<file path="src/sv/crt_pkg.sv">
`timescale 1ns / 1ps
// Shared types and constants for the colour ramp table.
// No dependencies; imported by crt_blend and colour_ramp_table.
package crt_pkg;

  // Table geometry
  localparam int unsigned MaxStops = 16;
  localparam int unsigned IdxW     = $clog2(MaxStops);
  localparam int unsigned CntW     = $clog2(MaxStops + 1);

  // Field widths
  localparam int unsigned PosW  = 16;
  localparam int unsigned ColW  = 8;
  localparam int unsigned ProdW = PosW + ColW;
  localparam int unsigned StepW = $clog2(ColW);

  // Command codes
  typedef enum logic [1:0] {
    CMD_INSERT  = 2'd0,
    CMD_REMOVE  = 2'd1,
    CMD_NEAREST = 2'd2,
    CMD_INTERP  = 2'd3
  } cmd_e;

  // Result status codes
  localparam logic [1:0] STATUS_OK    = 2'd0;
  localparam logic [1:0] STATUS_EMPTY = 2'd1;
  localparam logic [1:0] STATUS_FULL  = 2'd2;

  // One colour stop
  typedef struct packed {
    logic [PosW-1:0] pos;
    logic [ColW-1:0] red;
    logic [ColW-1:0] green;
    logic [ColW-1:0] blue;
  } stop_t;

  // Operands of one channel blend
  typedef struct packed {
    logic [ColW-1:0] lo;
    logic [ColW-1:0] hi;
    logic [PosW-1:0] t;
    logic [PosW-1:0] span;
  } blend_req_t;

endpackage

</file>
<file path="src/sv/crt_blend.sv">
`timescale 1ns / 1ps
// One-channel linear blend: lo + floor((hi - lo) * t / span), truncated.
// A multiply step, then a restoring divider retiring one quotient bit a cycle.
// Depends on crt_pkg.
module crt_blend (
  input  logic                clk_i,
  input  logic                rst_ni,
  input  logic                start_i,
  input  crt_pkg::blend_req_t req_i,
  output logic                done_o,
  output logic [7:0]          result_o
);
  import crt_pkg::*;

  typedef enum logic [1:0] {B_IDLE, B_MUL, B_DIV, B_DONE} bstate_e;

  bstate_e          state_q;
  logic             neg_q;
  logic [ColW-1:0]  mag_q;
  logic [ColW-1:0]  lo_q;
  logic [PosW-1:0]  t_q;
  logic [PosW-1:0]  span_q;
  logic [ProdW-1:0] rem_q;
  logic [ColW-1:0]  quo_q;
  logic [StepW-1:0] step_q;

  logic [ProdW-1:0] trial;
  logic             fits;

  // Divisor aligned to the current quotient bit
  assign trial = ProdW'(span_q) << step_q;
  assign fits  = (rem_q >= trial);

  always_ff @(posedge clk_i or negedge rst_ni) begin
    if (!rst_ni) begin
      state_q <= B_IDLE;
      neg_q   <= 1'b0;
      mag_q   <= '0;
      lo_q    <= '0;
      t_q     <= '0;
      span_q  <= '0;
      rem_q   <= '0;
      quo_q   <= '0;
      step_q  <= '0;
    end else begin
      unique case (state_q)
        B_IDLE: begin
          if (start_i) begin
            neg_q   <= (req_i.hi < req_i.lo);
            mag_q   <= (req_i.hi < req_i.lo) ? (req_i.lo - req_i.hi)
                                             : (req_i.hi - req_i.lo);
            lo_q    <= req_i.lo;
            t_q     <= req_i.t;
            span_q  <= req_i.span;
            state_q <= B_MUL;
          end
        end
        B_MUL: begin
          // |hi - lo| * t; quotient stays below 2^ColW since t <= span
          rem_q   <= ProdW'(mag_q) * ProdW'(t_q);
          quo_q   <= '0;
          step_q  <= StepW'(ColW - 1);
          state_q <= B_DIV;
        end
        B_DIV: begin
          if (fits) begin
            rem_q         <= rem_q - trial;
            quo_q[step_q] <= 1'b1;
          end
          if (step_q == '0) begin
            state_q <= B_DONE;
          end else begin
            step_q <= step_q - StepW'(1);
          end
        end
        B_DONE: begin
          state_q <= B_IDLE;
        end
        default: state_q <= B_IDLE;
      endcase
    end
  end

  // Negative slope rounds toward minus infinity: subtract the ceiling
  assign done_o   = (state_q == B_DONE);
  assign result_o = neg_q ? (lo_q - quo_q - ColW'(rem_q != '0)) : (lo_q + quo_q);

endmodule

</file>
<file path="src/sv/colour_ramp_table.sv">
`timescale 1ns / 1ps
// Colour ramp table: position-sorted colour stops with insert, remove, nearest, interpolate.
// Sequence: a scan of the stored stops in S_SCAN, then S_APPLY and S_FINISH for table commands;
// interpolate between two stops then adds three channel blends, one after another, in the
// shared multiply/divide unit. A request is taken only in S_IDLE, after the last one finishes.
// A finished result waits in the output register while the next request is accepted.
// Reset (rst_ni low, asynchronous) empties the table; stop contents are not cleared.
module colour_ramp_table (
  input  logic        clk_i,
  input  logic        rst_ni,
  input  logic        s_axis_tvalid,
  output logic        s_axis_tready,
  input  logic [39:0] s_axis_tdata,  // position[15:0], red_in[23:16], green_in[31:24],
                                     // blue_in[39:32]
  input  logic [1:0]  s_axis_tuser,  // command[1:0]
  output logic        m_axis_tvalid,
  input  logic        m_axis_tready,
  output logic [39:0] m_axis_tdata,  // red_out[7:0], green_out[15:8], blue_out[23:16],
                                     // position_out[39:24]
  output logic [1:0]  m_axis_tuser   // status[1:0]
);
  import crt_pkg::*;

  typedef enum logic [2:0] {
    S_IDLE, S_SCAN, S_APPLY, S_BLEND_GO, S_BLEND_WAIT, S_FINISH
  } state_e;

  localparam logic [1:0] LastCh = 2'd2;

  state_e          state_q;
  cmd_e            cmd_q;
  stop_t           new_q;
  stop_t           cur_q;
  stop_t           prev_q;
  logic            hit_q;
  logic [CntW-1:0] idx_q;
  logic [CntW-1:0] count_q;
  logic [1:0]      ch_q;
  stop_t           res_q;
  logic [1:0]      res_st_q;
  logic            m_valid_q;
  stop_t           out_q;
  logic [1:0]      out_st_q;

  stop_t           stops_q [MaxStops];

  logic            accept;
  logic            out_load;
  stop_t           in_stop;
  cmd_e            in_cmd;
  stop_t           scan_entry;
  logic            scan_found;
  logic            take_upper;
  logic [CntW-1:0] sel_idx;
  stop_t           sel_stop;
  blend_req_t      blend_req;
  logic            blend_done;
  logic [ColW-1:0] blend_res;

  // Input request unpacking
  assign accept        = s_axis_tvalid && s_axis_tready;
  assign s_axis_tready = (state_q == S_IDLE);
  assign in_cmd        = cmd_e'(s_axis_tuser);
  assign in_stop.pos   = s_axis_tdata[15:0];
  assign in_stop.red   = s_axis_tdata[23:16];
  assign in_stop.green = s_axis_tdata[31:24];
  assign in_stop.blue  = s_axis_tdata[39:32];

  // Finished result moves to the output register when it is free or being taken
  assign out_load = (state_q == S_FINISH) && (!m_valid_q || m_axis_tready);

  // Scan compare: insert, remove and nearest look for strictly above, interpolate for at or above
  assign scan_entry = stops_q[idx_q[IdxW-1:0]];
  assign scan_found = (cmd_q == CMD_INTERP) ? (scan_entry.pos >= new_q.pos)
                                            : (scan_entry.pos >  new_q.pos);

  // Nearest pick; a tie keeps the earlier stop
  assign take_upper = (cur_q.pos - new_q.pos) < (new_q.pos - prev_q.pos);
  always_comb begin
    if (!hit_q) begin
      sel_idx  = idx_q - CntW'(1);
      sel_stop = prev_q;
    end else if (idx_q == '0 || take_upper) begin
      sel_idx  = idx_q;
      sel_stop = cur_q;
    end else begin
      sel_idx  = idx_q - CntW'(1);
      sel_stop = prev_q;
    end
  end

  // Blend operands for the current channel
  always_comb begin
    blend_req.t    = new_q.pos - prev_q.pos;
    blend_req.span = cur_q.pos - prev_q.pos;
    unique case (ch_q)
      2'd0: begin
        blend_req.lo = prev_q.red;
        blend_req.hi = cur_q.red;
      end
      2'd1: begin
        blend_req.lo = prev_q.green;
        blend_req.hi = cur_q.green;
      end
      default: begin
        blend_req.lo = prev_q.blue;
        blend_req.hi = cur_q.blue;
      end
    endcase
  end

  crt_blend u_blend (
    .clk_i    (clk_i),
    .rst_ni   (rst_ni),
    .start_i  (state_q == S_BLEND_GO),
    .req_i    (blend_req),
    .done_o   (blend_done),
    .result_o (blend_res)
  );

  // Stop storage: each entry shifts from a fixed neighbor on insert or remove
  for (genvar m = 0; m < MaxStops; m++) begin : g_stop
    always_ff @(posedge clk_i) begin
      if (state_q == S_APPLY && cmd_q == CMD_INSERT) begin
        if (CntW'(m) == idx_q) begin
          stops_q[m] <= new_q;
        end else if (m > 0 && CntW'(m) > idx_q && CntW'(m) <= count_q) begin
          stops_q[m] <= stops_q[(m > 0) ? m - 1 : 0];
        end
      end else if (state_q == S_APPLY && cmd_q == CMD_REMOVE) begin
        if (m < MaxStops - 1 && CntW'(m) >= sel_idx && CntW'(m + 1) < count_q) begin
          stops_q[m] <= stops_q[(m < MaxStops - 1) ? m + 1 : m];
        end
      end
    end
  end : g_stop

  // Sequencer and output register
  always_ff @(posedge clk_i or negedge rst_ni) begin
    if (!rst_ni) begin
      state_q   <= S_IDLE;
      cmd_q     <= CMD_INSERT;
      new_q     <= '0;
      cur_q     <= '0;
      prev_q    <= '0;
      hit_q     <= 1'b0;
      idx_q     <= '0;
      count_q   <= '0;
      ch_q      <= '0;
      res_q     <= '0;
      res_st_q  <= STATUS_OK;
      m_valid_q <= 1'b0;
      out_q     <= '0;
      out_st_q  <= STATUS_OK;
    end else begin
      // Output register: load a finished result, drop the held one once taken
      if (out_load) begin
        out_q     <= res_q;
        out_st_q  <= res_st_q;
        m_valid_q <= 1'b1;
      end else if (m_axis_tready) begin
        m_valid_q <= 1'b0;
      end
      unique case (state_q)
        S_IDLE: begin
          if (accept) begin
            cmd_q <= in_cmd;
            new_q <= in_stop;
            idx_q <= '0;
            hit_q <= 1'b0;
            if (in_cmd == CMD_INSERT && count_q >= CntW'(MaxStops)) begin
              res_q    <= in_stop;
              res_st_q <= STATUS_FULL;
              state_q  <= S_FINISH;
            end else if (in_cmd != CMD_INSERT && count_q == '0) begin
              res_q    <= '0;
              res_st_q <= STATUS_EMPTY;
              state_q  <= S_FINISH;
            end else begin
              state_q <= S_SCAN;
            end
          end
        end
        S_SCAN: begin
          if (idx_q == count_q) begin
            state_q <= S_APPLY;
          end else if (scan_found) begin
            cur_q   <= scan_entry;
            hit_q   <= 1'b1;
            state_q <= S_APPLY;
          end else begin
            prev_q <= scan_entry;
            idx_q  <= idx_q + CntW'(1);
          end
        end
        S_APPLY: begin
          res_st_q <= STATUS_OK;
          unique case (cmd_q)
            CMD_INSERT: begin
              count_q <= count_q + CntW'(1);
              res_q   <= new_q;
              state_q <= S_FINISH;
            end
            CMD_REMOVE, CMD_NEAREST: begin
              if (cmd_q == CMD_REMOVE) begin
                count_q <= count_q - CntW'(1);
              end
              res_q   <= sel_stop;
              state_q <= S_FINISH;
            end
            default: begin
              if (!hit_q) begin
                res_q   <= prev_q;
                state_q <= S_FINISH;
              end else if (idx_q == '0) begin
                res_q   <= cur_q;
                state_q <= S_FINISH;
              end else begin
                res_q.pos <= new_q.pos;
                ch_q      <= '0;
                state_q   <= S_BLEND_GO;
              end
            end
          endcase
        end
        S_BLEND_GO: begin
          state_q <= S_BLEND_WAIT;
        end
        S_BLEND_WAIT: begin
          if (blend_done) begin
            unique case (ch_q)
              2'd0:    res_q.red   <= blend_res;
              2'd1:    res_q.green <= blend_res;
              default: res_q.blue  <= blend_res;
            endcase
            if (ch_q == LastCh) begin
              state_q <= S_FINISH;
            end else begin
              ch_q    <= ch_q + 2'd1;
              state_q <= S_BLEND_GO;
            end
          end
        end
        S_FINISH: begin
          if (out_load) begin
            state_q <= S_IDLE;
          end
        end
        default: state_q <= S_IDLE;
      endcase
    end
  end

  // Output packing
  assign m_axis_tvalid = m_valid_q;
  assign m_axis_tdata  = {out_q.pos, out_q.blue, out_q.green, out_q.red};
  assign m_axis_tuser  = out_st_q;

endmodule
</file>
<file path="config.mk">
export PLATFORM = sky130hd
export DESIGN_NAME = colour_ramp_table
export DESIGN_NICKNAME = d
export VERILOG_FILES = /design/src/sv/crt_pkg.sv /design/src/sv/crt_blend.sv /design/src/sv/colour_ramp_table.sv
export SDC_FILE = /design/constraint.sdc
export NUM_CORES = 2
export LEC_CHECK = 0
export BUFFER_PORTS_ARGS = -buffer_cell sky130_fd_sc_hd__buf_2
export CORE_MARGIN = 2
export CORE_UTILIZATION = 60
export CTS_BUF_LIST = sky130_fd_sc_hd__clkbuf_4
export CTS_CLUSTER_SIZE = 30
export DETAILED_ROUTE_END_ITERATION = 10
export PLACE_DENSITY = 0.76
export SYNTH_ARGS = -nofsm -noshare
export SYNTH_HDL_FRONTEND = slang
export SYNTH_SLANG_ARGS = --single-unit
</file>
<file path="constraint.sdc">
create_clock -name clk_i -period 7 [get_ports clk_i]
set_input_delay 1.4 -clock clk_i [delete_from_list [all_inputs] [get_ports clk_i]]
set_output_delay 1.4 -clock clk_i [all_outputs]
set_load 0.02 [all_outputs]
</file>
==> results list <==
- Setup repair after global routing left no endpoint under its margin.
- The run finished with clean final reports.
* Source-to-sink clock delay at the later pin of the worst-skew pair: 1230 ps
- Post-CTS sizing: 0
* Deepest clock path buffer count: 4
- Data on the critical path arrives at its endpoint at between 7000 and 8000 ps.
- The clock arrives with ~110 ps of skew.
- Pin count of the biggest net entering global routing: 128
- For this run, design rule violations remaining after detail routing come to 0.
- Initial antenna violation count: 10
- Highest attainable clock frequency: roughly 0.15 GHz
* Number of top-level design ports: 90
- GR Overflow Total: 0
- Sequential cell area fraction in the yosys report: 42.4%
- Iteration-0 DRC Markers: 5909
- Number of buffer and inverter stages on the critical path: 4
- The die is 330 um tall.
- Most common cell after layout, fill and taps aside: sky130_fd_sc_hd__mux2_2
- Seq cells post-synth: around 950
- Element type at the critical path end: flop
* HPWL after DPL: 129000 um
- The largest single stage delay on the critical path is 680 ps.
- Setup violations remaining at the end of the flow were counted as 0.
- The completed layout was analyzed and its total power is between 30000 and 40000 uW.
* Number of I/O port buffers: 89
* Die W: about 330 um
- Wire length per cell: around 29 um
* Crit path max-delay family: compound AO/OA/AOI/OAI gates
- First element of the critical path: new_q[26]
* Kind of critical path: flop to flop
- The most critical setup path has its endpoint at stops_q[10][0].
- The post-route netlist has approximately two fifths of its cells at a drive strength greater than 1.
- For the pin with the worst max-slew slack, the measured transition is 1190 ps.
- Floorplan Core Area: between 100000 and 150000 um2
- Top library cells by usage in the layout, fill and taps aside: 1176 x sky130_fd_sc_hd__mux2_2, 640 x sky130_fd_sc_hd__edfxtp_1, 435 x sky130_fd_sc_hd__nand2_1, 414 x sky130_fd_sc_hd__clkbuf_4, 305 x sky130_fd_sc_hd__dfrtp_1
- After detailed routing, the number of vias per cell comes to 6.87.
- Cell count of the worst reg-to-reg path: 20
- The path class of the tightest hold or removal check is primary input to async pin.
* Fill count: around 7800
* Critical-path cell with the highest stage delay: sky130_fd_sc_hd__dfrtp_1
- Yosys warns: 0
* Total routed wirelength: about 200000 um
- Post-Syn Nets: 5602
- For this block, the via count after detailed routing is ~48000.
- Post-synthesis cell type with the largest combined area: sky130_fd_sc_hd__edfxtp_1
- Mean instance size in the synthesized netlist: 12.1 um2
- Post-synthesis instance total: 5263
- In this run the critical register-to-register path is launched from new_q[26].
* Endpoint of the worst register-to-register path: stops_q[10][0]
- Max Transition Viols Final: 0
- For the final routed database, the setup TNS stands at 0 ps.
- Depth of the CTS H-tree: 5
- The first global-routing pass estimated a little under 300000 um of wire.
- Type of origin of the critical path: flop
- Vias in the first global route: 47269
- In this run, distinct cell masters in the synthesized netlist total 87.
- At the end of the flow, the number of nets in the layout was 5717.
- Data on the critical path is required at its endpoint by 7790 ps.
- Final hold viol count: 0
- Ranking of synthesized cells by area: sky130_fd_sc_hd__edfxtp_1 30%, sky130_fd_sc_hd__mux2_2 21%, sky130_fd_sc_hd__dfrtp_1 12%
* Cell-by-cell trace of the critical path: inv_1, ha_1, o21a_1, o31a_1, nor3_1, o31a_1, a21oi_1, a41o_1, o41ai_1, xnor2_1, ha_1, a211oi_1, o211ai_2, buf_4, a31o_2, a211oi_1, o21ai_4, buf_4, nand2_2, buf_12
* Power density over the cells: 508 nW/um2
* Number of sinks on the clock net: 949
- Global placement routability congestion: 0.964
* Number of flops mapped to enable cells by yosys: 640
- Largest fanout on the critical path: 40
- Across the run, the number of max-cap violations was 0.
- Routed Antenna Nets: 0
* Most used flip-flop cell after synthesis: sky130_fd_sc_hd__edfxtp_1
* Number of iterations in the first detailed-routing pass: 6
- The floorplan step defined a die boundary enclosing 109000 um2.
* Gr usage total: between 30% and 40%
* Final period utilization: ~96%
- Crit. path cell count: 20
- Row Count: 119
- In this run the static leakage power is 0.0271 uW.
- Counting flops with an async set or reset pin after synthesis yields a share of 32.6%.
- Initial cell density of the core: 60.4%
* Area grow syn2layout: 9.10%
- Top cell type's share of synthesized area: a little under a third
- Clock-pin slew was measured on the worst setup and hold paths at 70 ps.
* Clock tree from TritonCTS: done
- Headroom to the max-slew limit: between 20% and 30%
* Period minus WS final: approximately 6700 ps
* Maximum vdd drop: 0.000393 V
- The tree is rooted in a sky130_fd_sc_hd__clkbuf_4.
- In this run the cell area of the synthesized design comes to between 60000 and 70000 um2.
- Reg-to-reg setup timing slack: about 310 ps
- Counting the buffers created by CTS gives about 280.
worst min-delay path by stage:
stage,from,to,slack (ps)
floorplan,res_st_q[1],res_st_q[1],440
global placement,res_st_q[1],res_st_q[1],470
detailed placement,res_st_q[1],res_st_q[1],470
CTS,rst_ni,m_axis_tdata[27],70
global route,rst_ni,m_axis_tdata[27],100
finish,rst_ni,m_axis_tdata[27],130
cell usage after synthesis, drive strengths merged, types with 30 or more instances:
cell type / n
mux2: 1272
edfxtp: 640
nand2: 445
dfrtp: 309
o21ai: 286
clkbuf: 263
a21oi: 223
mux4: 210
ha: 200
inv: 195
nor2: 186
buf: 122
fa: 93
nand3: 76
xnor2: 64
and2: 63
a21o: 54
nor3: 49
mux2i: 47
a31oi: 44
xor2: 30
flip-flops by register name, indices dropped and copies added (netlist names), 2 cells and up:
| signal | cells |
|---|---|
| new_q | 40 |
| state_q | 3 |
| stops_q | 640 |
| u_blend.state_q | 2 |
| cur_q | 40 |
| u_blend.lo_q | 8 |
| ch_q | 2 |
| res_q | 40 |
| u_blend.mag_q | 8 |
| prev_q | 40 |
| u_blend.span_q | 16 |
| u_blend.rem_q | 24 |
| m_axis_tdata | 40 |
| u_blend.t_q | 16 |
| cmd_q | 2 |
| u_blend.step_q | 3 |
| m_axis_tuser | 2 |
| count_q | 5 |
| res_st_q | 2 |
| idx_q | 5 |
| u_blend.quo_q | 8 |
per-stage QoR:
stage	setup slack, ps	utilization, %	instances	hold slack, ps	area (um2)
2_1_floorplan	798	-	5263	444	63600
3_3_place_gp	596	62.6	6483	465	65900
3_5_place_dp	569	62.6	6483	472	65900
4_1_cts	468	65.9	6946	65.4	69300
5_1_grt	64.1	65.9	6956	102	69400
6_report	308	65.9	6960	131	69400
cell type report:
class	count	area, um2	share of cell area (%)
multi-input combinational	3730	34800	50.1
sequential	949	27000	38.9
clock buffer	414	3110	4.48
timing repair buffer	219	1760	2.53
tap	1391	1740	2.51
inverter	199	748	1.08
clock inverter	49	269	0.388
antenna	9	22.5	0.0325
timing repair:
| item | CTS | global route |
|---|---|---|
| setup endpoints to repair | 0 | 1 |
| buffers inserted | 0 | 5 |
| hold buffers | 0 | 0 |
per-layer routing:
layer	global-route usage, %	vias up	share of wire (%)
li1	-	20147	-
met1	46.6	23845	37
met2	57.6	3145	46
met3	10.4	671	12
met4	18.1	12	5.1
met5	0	-	0.038
cells by family (layout without fill, tap and decap cells):
family | after synthesis | after routing | share of synthesized area, %
flops | 949 | 949 | 42.4
compound gates | 846 | 846 | 8.25
fa+ha+maj | 293 | 293 | 6.86
buf+inv | 584 | 881 | 3.60
mux | 1529 | 1529 | 30.7
xor+xnor | 94 | 94 | 1.29
simple gates | 968 | 968 | 6.91
other cells | 0 | 9 | 0
where the power goes:
group	switching, uW	internal [uW]
Clock	2490	2790
Sequential	1890	7740
Combinational	11300	8970
Total	15700	19500
Power figures use the tool's default switching activity.
